[src/hw/rtl/psma_pkg.sv]
package psma_pkg;

  // Table and window sizes
  localparam int MAX_SENSORS = 16;
  localparam int WINDOW      = 5;

  localparam int SLOT_W    = (MAX_SENSORS > 1) ? $clog2(MAX_SENSORS) : 1;
  localparam int LOAD_W    = $clog2(MAX_SENSORS + 1);
  localparam int FILL_W    = $clog2(WINDOW + 1);
  localparam int OLD_W     = (WINDOW > 1) ? $clog2(WINDOW) : 1;
  localparam int WIN_DEPTH = MAX_SENSORS * WINDOW;
  localparam int WADDR_W   = (WIN_DEPTH > 1) ? $clog2(WIN_DEPTH) : 1;

  // Window sum and reciprocal scaling for floor(sum / WINDOW)
  localparam int SUM_W   = 16 + $clog2(WINDOW);
  localparam int SHIFT   = SUM_W + $clog2(WINDOW);
  localparam int RECIP_W = SUM_W + 2;
  localparam int PROD_W  = SUM_W + RECIP_W;
  localparam longint RECIP_VAL = ((64'd1 << SHIFT) + WINDOW - 1) / WINDOW;
  localparam logic [RECIP_W-1:0] RECIP = RECIP_W'(RECIP_VAL);
  localparam longint BIAS_VAL = WINDOW * 32768;
  localparam logic [SUM_W-1:0] BIAS = SUM_W'(BIAS_VAL);

  // Operation codes
  localparam logic OP_MAP     = 1'b0;
  localparam logic OP_MEASURE = 1'b1;

  // Status codes
  localparam logic [1:0] ST_MAPPED   = 2'd0;
  localparam logic [1:0] ST_MEASURED = 2'd1;
  localparam logic [1:0] ST_UNKNOWN  = 2'd2;
  localparam logic [1:0] ST_FULL     = 2'd3;

  // Configuration register indexes
  localparam int CFG_IDX_W = 1;
  localparam logic [CFG_IDX_W-1:0] CFG_MIN_TEMP = 1'b0;
  localparam logic [CFG_IDX_W-1:0] CFG_MAX_TEMP = 1'b1;

  typedef struct packed {
    logic               operation;
    logic [15:0]        sensor;
    logic [15:0]        room_id;
    logic signed [15:0] temperature;
    logic [31:0]        timestamp;
  } in_t;

  typedef struct packed {
    logic [1:0]         status;
    logic [15:0]        echo_sensor;
    logic [15:0]        room;
    logic signed [15:0] average;
    logic               window_full;
    logic               too_cold;
    logic               too_hot;
    logic [31:0]        time_out;
  } out_t;

  // Commands to the averaging unit
  typedef struct packed {
    logic clear;
    logic add;
    logic scale;
  } avg_cmd_t;

endpackage

[src/hw/rtl/psma_avg_unit.sv]
module psma_avg_unit import psma_pkg::*; (
  input  logic               clk,
  input  avg_cmd_t           cmd,
  input  logic signed [15:0] sample,
  output logic signed [15:0] average
);

  logic signed [SUM_W-1:0] acc;
  logic [SUM_W-1:0]        biased;
  logic [PROD_W-1:0]       product;
  logic [15:0]             quotient;

  // Shift the sum into the non-negative range so floor division is a plain multiply
  assign biased = $unsigned(acc) + BIAS;

  // Accumulate samples, then scale by the reciprocal of the window length
  always_ff @(posedge clk) begin
    if (cmd.clear) begin
      acc <= '0;
    end else if (cmd.add) begin
      acc <= acc + SUM_W'(sample);
    end
    if (cmd.scale) begin
      product <= {{RECIP_W{1'b0}}, biased} * {{SUM_W{1'b0}}, RECIP};
    end
  end

  // Remove the bias again: it moved the quotient up by exactly 32768
  assign quotient = product[SHIFT +: 16];
  assign average  = signed'({~quotient[15], quotient[14:0]});

endmodule

[src/hw/rtl/psma_ctrl.sv]
module psma_ctrl import psma_pkg::*; (
  input  logic               clk,
  input  logic               rst,
  input  logic               in_valid,
  output logic               in_stall,
  input  in_t                in_data,
  input  logic signed [15:0] min_temp,
  input  logic signed [15:0] max_temp,
  output logic               res_valid,
  input  logic               res_ready,
  output out_t               res
);

  localparam logic [2:0] S_IDLE  = 3'd0;
  localparam logic [2:0] S_SRCH  = 3'd1;
  localparam logic [2:0] S_WRITE = 3'd2;
  localparam logic [2:0] S_SUM   = 3'd3;
  localparam logic [2:0] S_SCALE = 3'd4;
  localparam logic [2:0] S_CMP   = 3'd5;
  localparam logic [2:0] S_DONE  = 3'd6;

  logic [2:0]        state;
  in_t               item;
  logic [LOAD_W-1:0] loaded;
  logic [SLOT_W-1:0] search_idx;
  logic [SLOT_W-1:0] slot;
  logic [FILL_W-1:0] sum_k;
  logic [FILL_W-1:0] fill_count [MAX_SENSORS];
  logic [OLD_W-1:0]  oldest_slot [MAX_SENSORS];

  logic [15:0]        id_table [MAX_SENSORS];
  logic [15:0]        room_table [MAX_SENSORS];
  logic [15:0]        sample_window [WIN_DEPTH];
  logic [15:0]        id_rd;
  logic [15:0]        room_rd;
  logic signed [15:0] win_rd;

  logic               accept;
  logic               table_full;
  logic               tab_we;
  logic [SLOT_W-1:0]  tab_waddr;
  logic [SLOT_W-1:0]  id_raddr;
  logic               hit;
  logic               last_entry;
  logic [FILL_W-1:0]  fill;
  logic [OLD_W-1:0]   old;
  logic               not_full;
  logic               full_now;
  logic [WADDR_W-1:0] base;
  logic               win_we;
  logic [WADDR_W-1:0] win_waddr;
  logic [WADDR_W-1:0] win_raddr;
  avg_cmd_t           cmd;
  logic signed [15:0] average;

  assign in_stall   = (state != S_IDLE);
  assign accept     = in_valid && (state == S_IDLE);
  assign res_valid  = (state == S_DONE);
  assign table_full = (loaded == LOAD_W'(MAX_SENSORS));
  assign tab_we     = accept && (in_data.operation == OP_MAP) && !table_full;
  assign tab_waddr  = loaded[SLOT_W-1:0];

  // Read one entry ahead of the compare so the search takes one entry a cycle
  assign id_raddr   = (state == S_SRCH) ? SLOT_W'(search_idx + 1'b1) : '0;
  assign hit        = (id_rd == item.sensor);
  assign last_entry = ((LOAD_W'(search_idx) + LOAD_W'(1)) == loaded);

  // Window slot selection for the matched sensor
  assign fill      = fill_count[slot];
  assign old       = oldest_slot[slot];
  assign not_full  = (fill < FILL_W'(WINDOW));
  assign full_now  = (fill >= FILL_W'(WINDOW - 1));
  assign base      = WADDR_W'(slot * WINDOW);
  assign win_we    = (state == S_WRITE);
  assign win_waddr = base + (not_full ? WADDR_W'(fill) : WADDR_W'(old));
  assign win_raddr = base + ((sum_k < FILL_W'(WINDOW)) ? WADDR_W'(sum_k) : '0);

  // Drive the averaging unit
  always_comb begin
    cmd       = '0;
    cmd.clear = (state == S_WRITE);
    cmd.add   = (state == S_SUM) && (sum_k != '0);
    cmd.scale = (state == S_SCALE);
  end

  psma_avg_unit u_avg (
    .clk     (clk),
    .cmd     (cmd),
    .sample  (win_rd),
    .average (average)
  );

  // Id and room tables: one write port, one registered read port
  always_ff @(posedge clk) begin
    if (tab_we) begin
      id_table[tab_waddr]   <= in_data.sensor;
      room_table[tab_waddr] <= in_data.room_id;
    end
    id_rd   <= id_table[id_raddr];
    room_rd <= room_table[id_raddr];
  end

  // Sample windows of all sensors
  always_ff @(posedge clk) begin
    if (win_we) begin
      sample_window[win_waddr] <= item.temperature;
    end
    win_rd <= signed'(sample_window[win_raddr]);
  end

  // Per-sensor fill and replacement pointers
  always_ff @(posedge clk) begin
    if (rst) begin
      for (int i = 0; i < MAX_SENSORS; i++) begin
        fill_count[i]  <= '0;
        oldest_slot[i] <= '0;
      end
    end else if (tab_we) begin
      fill_count[tab_waddr]  <= '0;
      oldest_slot[tab_waddr] <= '0;
    end else if (win_we) begin
      if (not_full) begin
        fill_count[slot] <= fill + 1'b1;
      end else if (old == OLD_W'(WINDOW - 1)) begin
        oldest_slot[slot] <= '0;
      end else begin
        oldest_slot[slot] <= old + 1'b1;
      end
    end
  end

  // Sequencer
  always_ff @(posedge clk) begin
    if (rst) begin
      state  <= S_IDLE;
      loaded <= '0;
    end else begin
      unique case (state)
        S_IDLE: begin
          if (accept) begin
            state <= S_DONE;
            if (in_data.operation == OP_MAP && !table_full) begin
              loaded <= loaded + 1'b1;
            end else if (in_data.operation == OP_MEASURE && loaded != '0) begin
              state <= S_SRCH;
            end
          end
        end
        S_SRCH: begin
          if (hit) begin
            state <= S_WRITE;
          end else if (last_entry) begin
            state <= S_DONE;
          end
        end
        S_WRITE: state <= full_now ? S_SUM : S_DONE;
        S_SUM: begin
          if (sum_k == FILL_W'(WINDOW)) begin
            state <= S_SCALE;
          end
        end
        S_SCALE: state <= S_CMP;
        S_CMP:   state <= S_DONE;
        S_DONE: begin
          if (res_ready) begin
            state <= S_IDLE;
          end
        end
        default: state <= S_IDLE;
      endcase
    end
  end

  // Item, search position and result fields
  always_ff @(posedge clk) begin
    unique case (state)
      S_IDLE: begin
        item        <= in_data;
        search_idx  <= '0;
        res         <= '0;
        res.echo_sensor <= in_data.sensor;
        res.time_out    <= in_data.timestamp;
        if (in_data.operation == OP_MAP) begin
          if (table_full) begin
            res.status <= ST_FULL;
          end else begin
            res.status <= ST_MAPPED;
            res.room   <= in_data.room_id;
          end
        end else begin
          res.status <= ST_UNKNOWN;
        end
      end
      S_SRCH: begin
        if (hit) begin
          slot       <= search_idx;
          res.status <= ST_MEASURED;
          res.room   <= room_rd;
        end else begin
          search_idx <= SLOT_W'(search_idx + 1'b1);
        end
      end
      S_WRITE: sum_k <= '0;
      S_SUM:   sum_k <= sum_k + 1'b1;
      S_CMP: begin
        res.average     <= average;
        res.window_full <= 1'b1;
        res.too_cold    <= (average < min_temp);
        res.too_hot     <= (average > max_temp);
      end
      S_SCALE, S_DONE: begin
      end
      default: begin
      end
    endcase
  end

endmodule

[src/hw/rtl/per_sensor_moving_average_alarm.sv]
// Sensor table with a moving-average temperature alarm. A mapping request
// (operation 0) appends a sensor id and room to a table of MAX_SENSORS entries.
// A measurement request (operation 1) searches the table one entry per cycle,
// stores the reading in that sensor's window, and once the window holds WINDOW
// readings sums it through one shared accumulator, one reading per cycle, then
// scales the sum by a reciprocal multiply to get the floor average and compares
// it with min_temp and max_temp. The time a measurement takes is set by the
// linear id search and the window sum; an unknown id in an empty table skips
// both. One request is in work at a time; in_stall is high while it is. A
// finished result waits in the output register, so the next request can start
// while it is still not taken. Thresholds are to be written through the cfg
// port only while the block is idle; the user is bound by this, and the block
// itself does not enforce it. cfg_ready is always high.
module per_sensor_moving_average_alarm import psma_pkg::*; (
  input  logic                 clk,
  input  logic                 rst,
  input  logic                 in_valid,
  output logic                 in_stall,
  input  in_t                  in_data,
  output logic                 out_valid,
  input  logic                 out_stall,
  output out_t                 out_data,
  input  logic                 cfg_valid,
  output logic                 cfg_ready,
  input  logic [CFG_IDX_W-1:0] cfg_index,
  input  logic [15:0]          cfg_data
);

  logic signed [15:0] min_temp;
  logic signed [15:0] max_temp;
  logic               res_valid;
  logic               res_ready;
  out_t               res;

  assign cfg_ready = 1'b1;

  // Threshold registers
  always_ff @(posedge clk) begin
    if (rst) begin
      min_temp <= 16'sd3840;
      max_temp <= 16'sd6400;
    end else if (cfg_valid && cfg_ready) begin
      unique case (cfg_index)
        CFG_MIN_TEMP: min_temp <= signed'(cfg_data);
        CFG_MAX_TEMP: max_temp <= signed'(cfg_data);
        default: begin
        end
      endcase
    end
  end

  psma_ctrl u_ctrl (
    .clk       (clk),
    .rst       (rst),
    .in_valid  (in_valid),
    .in_stall  (in_stall),
    .in_data   (in_data),
    .min_temp  (min_temp),
    .max_temp  (max_temp),
    .res_valid (res_valid),
    .res_ready (res_ready),
    .res       (res)
  );

  // Output register: load when empty or being drained
  assign res_ready = !out_valid || !out_stall;

  always_ff @(posedge clk) begin
    if (rst) begin
      out_valid <= 1'b0;
    end else if (res_ready) begin
      out_valid <= res_valid;
    end
  end

  always_ff @(posedge clk) begin
    if (res_ready && res_valid) begin
      out_data <= res;
    end
  end

endmodule

[config.mk]
export PLATFORM = sky130hd
export DESIGN_NAME = per_sensor_moving_average_alarm
export DESIGN_NICKNAME = d
export VERILOG_FILES = /design/src/hw/rtl/psma_pkg.sv /design/src/hw/rtl/psma_avg_unit.sv /design/src/hw/rtl/psma_ctrl.sv /design/src/hw/rtl/per_sensor_moving_average_alarm.sv
export SDC_FILE = /design/constraint.sdc
export NUM_CORES = 2
export LEC_CHECK = 0
export BUFFER_PORTS_ARGS = -buffer_cell sky130_fd_sc_hd__buf_2
export CAP_MARGIN = 20
export CORE_MARGIN = 5
export CORE_UTILIZATION = 40
export CTS_BUF_LIST = sky130_fd_sc_hd__clkbuf_8
export CTS_CLUSTER_DIAMETER = 50
export CTS_CLUSTER_SIZE = 30
export DETAILED_ROUTE_END_ITERATION = 6
export GPL_ROUTABILITY_DRIVEN = 0
export PLACE_DENSITY = 0.68
export SYNTH_ARGS = -nofsm -noshare
export SYNTH_HDL_FRONTEND = slang
export SYNTH_SLANG_ARGS = --single-unit
[constraint.sdc]
create_clock -name clk -period 6 [get_ports clk]
set_input_delay 0.6 -clock clk [delete_from_list [all_inputs] [get_ports clk]]
set_output_delay 0.6 -clock clk [all_outputs]
set_load 0.03 [all_outputs]
After elaboration in Yosys (flattened, before gate mapping):

Memories as Yosys holds them, arrays and structs flattened. A register that Yosys moved wholly into a read port is not among the register bits.
Cells that the tools add are included.

* memories: 5
* bits in writable memories: 1888
* register bits after elaboration: 295
* bits of input ports: 103

Memory list
* u_ctrl.sample_window: depth 80, width 16, rd ports 1, clocked after memory_dff 1, wr ports 1, line psma_ctrl.sv:33 `logic [15:0] sample_window [WIN_DEPTH];`
* u_ctrl.id_table: depth 16, width 16, rd ports 1, clocked after memory_dff 1, wr ports 1, line psma_ctrl.sv:31 `logic [15:0] id_table [MAX_SENSORS];`
* u_ctrl.room_table: depth 16, width 16, rd ports 1, clocked after memory_dff 1, wr ports 1, line psma_ctrl.sv:32 `logic [15:0] room_table [MAX_SENSORS];`
* u_ctrl.fill_count: depth 16, width 3, rd ports 1, clocked after memory_dff 1, wr ports 16, line psma_ctrl.sv:28 `logic [FILL_W-1:0] fill_count [MAX_SENSORS];`
* u_ctrl.oldest_slot: depth 16, width 3, rd ports 1, clocked after memory_dff 1, wr ports 16, line psma_ctrl.sv:29 `logic [OLD_W-1:0] oldest_slot [MAX_SENSORS];`

* muxes and demuxes: 64
* $mul: 2
* bitwise operators: 4
* reductions and logical operators: 29
* equality and inequality tests: 17
* $add $sub $neg: 10
* magnitude comparators: 5

Operators by type and width (count)
* 2-to-1 mux 16 bit: 3
* 2-to-1 mux 3 bit: 15
* multiplier 19 x 20 -> 38 bit, second input constant: 1
* case mux 19 bit (2 select lines): 1
* 2-to-1 mux 4 bit: 8
* case mux 16 bit (2 select lines): 1
* 2-to-1 mux 1 bit: 29
* case mux 3 bit (7 select lines): 1
* adder 19 x 16 -> 19 bit: 1
* adder 19 x 18 -> 19 bit, second input constant: 1
* == test 16 bit: 1
* greater-than comparator 16 bit: 1
* less-than comparator 16 bit: 1
* == test 3 bit, second input constant: 5
* adder 7 bit: 2
* OR reduction 3 bit: 4
* AND reduction 2 bit: 5
* adder 3 x 1 -> 3 bit, second input constant: 3
* case mux 4 bit (2 select lines): 1
* logical AND 1 bit: 7
* multiplier 4 x 3 -> 7 bit, second input constant: 1
* == test 3 x 2 -> 1 bit, second input constant: 2
* less-than comparator 3 bit, second input constant: 2
* 2-to-1 mux 2 bit: 3
* other kinds (22): 32

Longest topological paths before layout:

* word-level depth: 10
* gate-level depth with buffers: 24
* gate-level depth less buffers: 24

Hierarchy:

Synthesis repeated with hierarchy kept, for this count alone.

* cells, all modules: 5444
* area, all modules: 93118.1 µm²

By module, submodules not included
* psma_ctrl: cells an instance 4404, area an instance 81590.8 µm², times used 1
* psma_avg_unit: cells an instance 820, area an instance 7573.5 µm², times used 1
* per_sensor_moving_average_alarm: cells an instance 220, area an instance 3953.8 µm², times used 1

Worst setup path after synthesis:

No wires, ideal clock.

* path type: reg2reg
* start point: register u_ctrl.state[2]
* end point: memory u_ctrl.id_table[3][0] (enable)
* stages on the path, launching flop included: 8
* data required time: 5539 ps
* period minus slack after synthesis: 5618 ps
* path slack: 382 ps
* buffers on the path: 2
* arrival time: 5157 ps
* library setup time: 461 ps
* cells stage by stage: dfxtp_1 > or3_1 > clkbuf_1 > inv_1 > and3_1 > buf_2 > nand2_1 > nor3_1

* word-level cells in the longest chain between the ends: 6

Ends and longest elaborated chain
* start: declaration: line psma_ctrl.sv:22 `logic [2:0] state;`
* start signal: assignment: line psma_ctrl.sv:156 `S_WRITE: state <= full_now ? S_SUM : S_DONE;`
* zero test 3 bit: line psma_ctrl.sv:57 `assign accept = in_valid && (state == S_IDLE);`
* logical AND 1 bit: line psma_ctrl.sv:57
* logical AND 1 bit (2 in a row): line psma_ctrl.sv:60 `assign tab_we = accept && (in_data.operation == OP_MAP) && !table_full;`
* 2-to-1 mux 1 bit: line psma_ctrl.sv:95 `if (tab_we) begin`
* 2-to-1 mux 1 bit (not written as such): line psma_ctrl.sv:96 `id_table[tab_waddr] <= in_data.sensor;`
* end: declaration: line psma_ctrl.sv:31

No other way between the ends.

Worst setup path after layout:

* start point: register u_ctrl.u_avg.acc[16]
* end point: register u_ctrl.u_avg.product[32] (data pin)

* word-level cells in the longest chain between the ends: 2

Ends and longest elaborated chain
* start: declaration: line psma_avg_unit.sv:8 `logic signed [SUM_W-1:0] acc;`
* start signal: assignment: line psma_avg_unit.sv:21 `acc <= acc + SUM_W'(sample);`
* adder 19 x 18 -> 19 bit: line psma_avg_unit.sv:14 `assign biased = $unsigned(acc) + BIAS;`
* multiplier 19 x 20 -> 38 bit: line psma_avg_unit.sv:24 `product <= {{RECIP_W{1'b0}}, biased} * {{SUM_W{1'b0}}, RECIP};`
* end signal: assignment: line psma_avg_unit.sv:24
* end: declaration: line psma_avg_unit.sv:10 `logic [PROD_W-1:0] product;`

No other way between the ends.
A chain may end at the register's enable or synchronous reset.

==> qor.txt <==
worst-skew pair later-pin latency: 1.04 ns
outcome: finished clean
Setup Total Neg Slack: 0 ns
antenna violations before repair: 9
most used flip-flop cell after synthesis: sky130_fd_sc_hd__edfxtp_1
number of top-level design ports: 191
number of cells produced by synthesis: 5132
max frequency: 175.0 MHz
number of H-tree levels: 4
slack of the critical path: 0.2845 ns
wire length of the first global-routing pass: 310000 um
synthesized area per cell: 17.86 um2
DRT iter0 DRCs: 4919
starting density of the core: 40.26%
number of enable flip-flop cells after synthesis: 2101
summed instance area of the synthesized netlist: 91680 um2
normalized max-slew margin: 24.05%
path type of the worst min-delay path: primary input to flip-flop
CTS tree: done
Final Hold Vio Count: 0
Pleak: 34.30 nW
arrival time reported for the critical path endpoint: 6.48 ns
worst slack after detailed placement: 0.1219 ns
Via Count: 47.57k
via count of the first global-routing pass: 48.30k
clock tree root driver cell: sky130_fd_sc_hd__clkbuf_8
multi-input gate area in the final layout: 24660 um2
clock slew at the register clock pins of the worst setup and hold paths: 0.11 ns
Worst Max-Slew Pin Slew: 1.137 ns
post-route fraction of the period consumed by the critical path: 95.26%
Critical Setup Path Class: flip-flop to flip-flop
sequential element share of the synthesized area: 71.27%
CTS sink count: 2213
synthesized netlist net count: 5542
critical path capture point type: flip-flop
unique cell type count in the Yosys netlist: 76
fraction of final layout cells sized beyond drive strength 1: 21.30%
final setup violation count: 0
layout overhead on the synthesized area: 12.26%
total CTS buffers: 182
register cell area after layout: 65340 um2
Detailed Route WL: 207200 um
max-cap violation count: 0
DRT Pass-1 Iters: 6
share of flip-flops with an asynchronous set or reset: 0%
final worst clock skew: 0.08298 ns
kind of start point of the critical path: flip-flop
maximum clock insertion buffer count: 3
yosys synthesis warning count: 0
placeable core area: 227700 um2
required arrival time at the worst endpoint: 6.77 ns
number of port buffers: 189
Filler Cells Inserted: 19.19k
Rows: 175
y dimension of the die: 488.7 um
maximum number of pins on one net before global-route repair: 89
ratio of total power to cell area: 464.4 nW/um2
crit-path max FO: 5
Worst VDD drop: 0.0008270 V
DRC Markers: 0
detailed placement HPWL: 125100 um
worst hold-check slack: 0.1426 ns
number of register bits inferred by synthesis: 2213
average wire per cell in the routed design: 23.67 um
unrepaired setup endpoints after global routing: no
Final Max Tran Viols: 0
die boundary width: 488.7 um
total die area: 238900 um2
ratio of routed vias to standard cells: 5.435
antenna viol nets, final: 0
sum of overflow across all layers after global routing: 0
post-route minimum period: 5.716 ns
Overall Global Routing Usage: 17.17%
fin nets: 5988
-- state kept, by name, summed over array words and instances (netlist names), 19 cells and up, named ones only --
register	count
u_ctrl.room_table	256
u_ctrl.id_table	256
u_ctrl.res	85
u_ctrl.oldest_slot	48
u_ctrl.fill_count	48
u_ctrl.u_avg.acc	19
u_ctrl.sample_window	1280
out_data	85
-- final cells by class --
class                      instances  area share [%]
antenna                            5         0.01216
timing repair buffer             499           3.638
clock buffer                     187           2.501
sequential                      2213           63.48
tap                             3009           3.658
clock inverter                   157           1.842
inverter                         246          0.9033
multi-input combinational       2436           23.96
-- per-layer routing --
metal	part of all wire (%)	global-route usage (%)	routed length (um)	up-vias
li1	-	-	-	20850
met1	42	23.90	86320	24600
met2	49	28.39	101300	1822
met3	7.2	2.892	14890	292
met4	2.2	4.235	4650	0
met5	0	0	0	-
-- cells by family (layout without fill, tap and decap cells) --
| logic type | Yosys count | after routing | share of synthesized area [%] |
|---|---|---|---|
| AOI/OAI and AO/OA | 497 | 497 | 3.591 |
| xor gates and xnor gates | 75 | 75 | 0.7165 |
| adders and majority gates | 307 | 307 | 5.033 |
| buffers and inverters | 483 | 1089 | 2.114 |
| DFF | 2213 | 2213 | 71.27 |
| muxes | 599 | 599 | 12.53 |
| other | 1 | 6 | 0.004091 |
| and+or+nand+nor | 957 | 957 | 4.743 |
-- critical path, stage by stage (launching register included) --
cell	delay (ns)
sky130_fd_sc_hd__dfxtp_1	0.37
sky130_fd_sc_hd__ha_1	0.20
sky130_fd_sc_hd__xnor2_1	0.14
sky130_fd_sc_hd__buf_4	0.15
sky130_fd_sc_hd__ha_1	0.30
sky130_fd_sc_hd__inv_1	0.06
sky130_fd_sc_hd__fa_1	0.35
sky130_fd_sc_hd__inv_1	0.13
sky130_fd_sc_hd__fa_1	0.47
sky130_fd_sc_hd__inv_1	0.14
sky130_fd_sc_hd__fa_1	0.44
sky130_fd_sc_hd__fa_1	0.46
sky130_fd_sc_hd__fa_1	0.49
sky130_fd_sc_hd__inv_1	0.04
sky130_fd_sc_hd__ha_1	0.32
sky130_fd_sc_hd__a21oi_1	0.15
sky130_fd_sc_hd__o21ai_0	0.13
sky130_fd_sc_hd__nor2_1	0.12
sky130_fd_sc_hd__o211ai_1	0.10
sky130_fd_sc_hd__buf_4	0.16
sky130_fd_sc_hd__a21oi_4	0.21
sky130_fd_sc_hd__nor2_1	0.10
sky130_fd_sc_hd__a211o_1	0.29
sky130_fd_sc_hd__and3_1	0.17
-- path summary, 6_finish.rpt --
kind | cells after the start | slack (ns) | from | endpoint
worst max-delay path | 23 | 0.28 | u_ctrl.u_avg.acc[16] | u_ctrl.u_avg.product[32]
worst min-delay path | 4 | 0.14 | in_valid | u_ctrl.state[0]
worst max register to register | 23 | 0.28 | u_ctrl.u_avg.acc[16] | u_ctrl.u_avg.product[32]
worst min register to register | 0 | 0.42 | u_ctrl.res[79] | out_data[79]
-- metrics by stage --
stage          area, um2  cells  power, mW  util (%)
2_1_floorplan      91680   5132      33.05         -
3_3_place_gp       97350   8298      37.79     42.75
3_5_place_dp       97360   8299      38.26     42.76
4_1_cts           102900   8745      47.96     45.17
5_1_grt           102900   8751      51.13     45.19
6_report          102900   8752      47.79     45.19
-- power by group --
| part | total (mW) | leakage [nW] | internal (mW) | switching [mW] |
|---|---|---|---|---|
| combinational | 18.1 | 12.0 | 7.26 | 10.9 |
| sequential | 20.0 | 20.1 | 19.5 | 0.452 |
| clock | 9.68 | 2.25 | 3.91 | 5.77 |
-- synth_stat cells (46+ instances only) --
| library cell | n | share of area, % |
|---|---|---|
| sky130_fd_sc_hd__edfxtp_1 | 2101 | 69 |
| sky130_fd_sc_hd__mux4_2 | 437 | 11 |
| sky130_fd_sc_hd__nand2_1 | 377 | 1.5 |
| sky130_fd_sc_hd__nor2_1 | 276 | 1.1 |
| sky130_fd_sc_hd__inv_1 | 245 | 1.0 |
| sky130_fd_sc_hd__ha_1 | 204 | 2.8 |
| sky130_fd_sc_hd__clkbuf_1 | 167 | 0.68 |
| sky130_fd_sc_hd__a21oi_1 | 164 | 0.90 |
| sky130_fd_sc_hd__mux2i_1 | 156 | 1.7 |
| sky130_fd_sc_hd__a211oi_1 | 135 | 1.1 |
| sky130_fd_sc_hd__dfxtp_1 | 112 | 2.4 |
| sky130_fd_sc_hd__fa_1 | 103 | 2.2 |
| sky130_fd_sc_hd__nor2b_1 | 98 | 0.67 |
| sky130_fd_sc_hd__xnor2_1 | 53 | 0.51 |
| sky130_fd_sc_hd__buf_2 | 50 | 0.27 |
| sky130_fd_sc_hd__nand3_1 | 46 | 0.25 |
-- placed cells by master, fill, tap and decap left out, types with 28 or more instances in the layout --
cell type / count
sky130_fd_sc_hd__o21ai_0: 36
sky130_fd_sc_hd__nand3_1: 46
sky130_fd_sc_hd__nand2_1: 376
sky130_fd_sc_hd__fa_1: 102
sky130_fd_sc_hd__mux2i_1: 156
sky130_fd_sc_hd__clkbuf_8: 187
sky130_fd_sc_hd__a31oi_1: 37
sky130_fd_sc_hd__mux4_2: 437
sky130_fd_sc_hd__edfxtp_1: 2101
sky130_fd_sc_hd__ha_1: 203
sky130_fd_sc_hd__dfxtp_1: 110
sky130_fd_sc_hd__clkinv_8: 28
sky130_fd_sc_hd__xnor2_1: 50
sky130_fd_sc_hd__inv_1: 251
sky130_fd_sc_hd__nand2b_1: 43
sky130_fd_sc_hd__dlygate4sd3_1: 102
sky130_fd_sc_hd__buf_2: 189
sky130_fd_sc_hd__nor2b_1: 96
sky130_fd_sc_hd__buf_4: 190
sky130_fd_sc_hd__a211oi_1: 135
sky130_fd_sc_hd__nor2_1: 262
sky130_fd_sc_hd__a311oi_1: 32
sky130_fd_sc_hd__a21oi_1: 160
sky130_fd_sc_hd__inv_6: 33
-- timing repair --
action                     in CTS  in global routing
hold buffers                  102                  0
buffers inserted                0                  1
hold endpoints to repair      621                  0
resized for setup               0                  7
setup endpoints to repair       0                 10
Power figures use the tool's default switching activity.
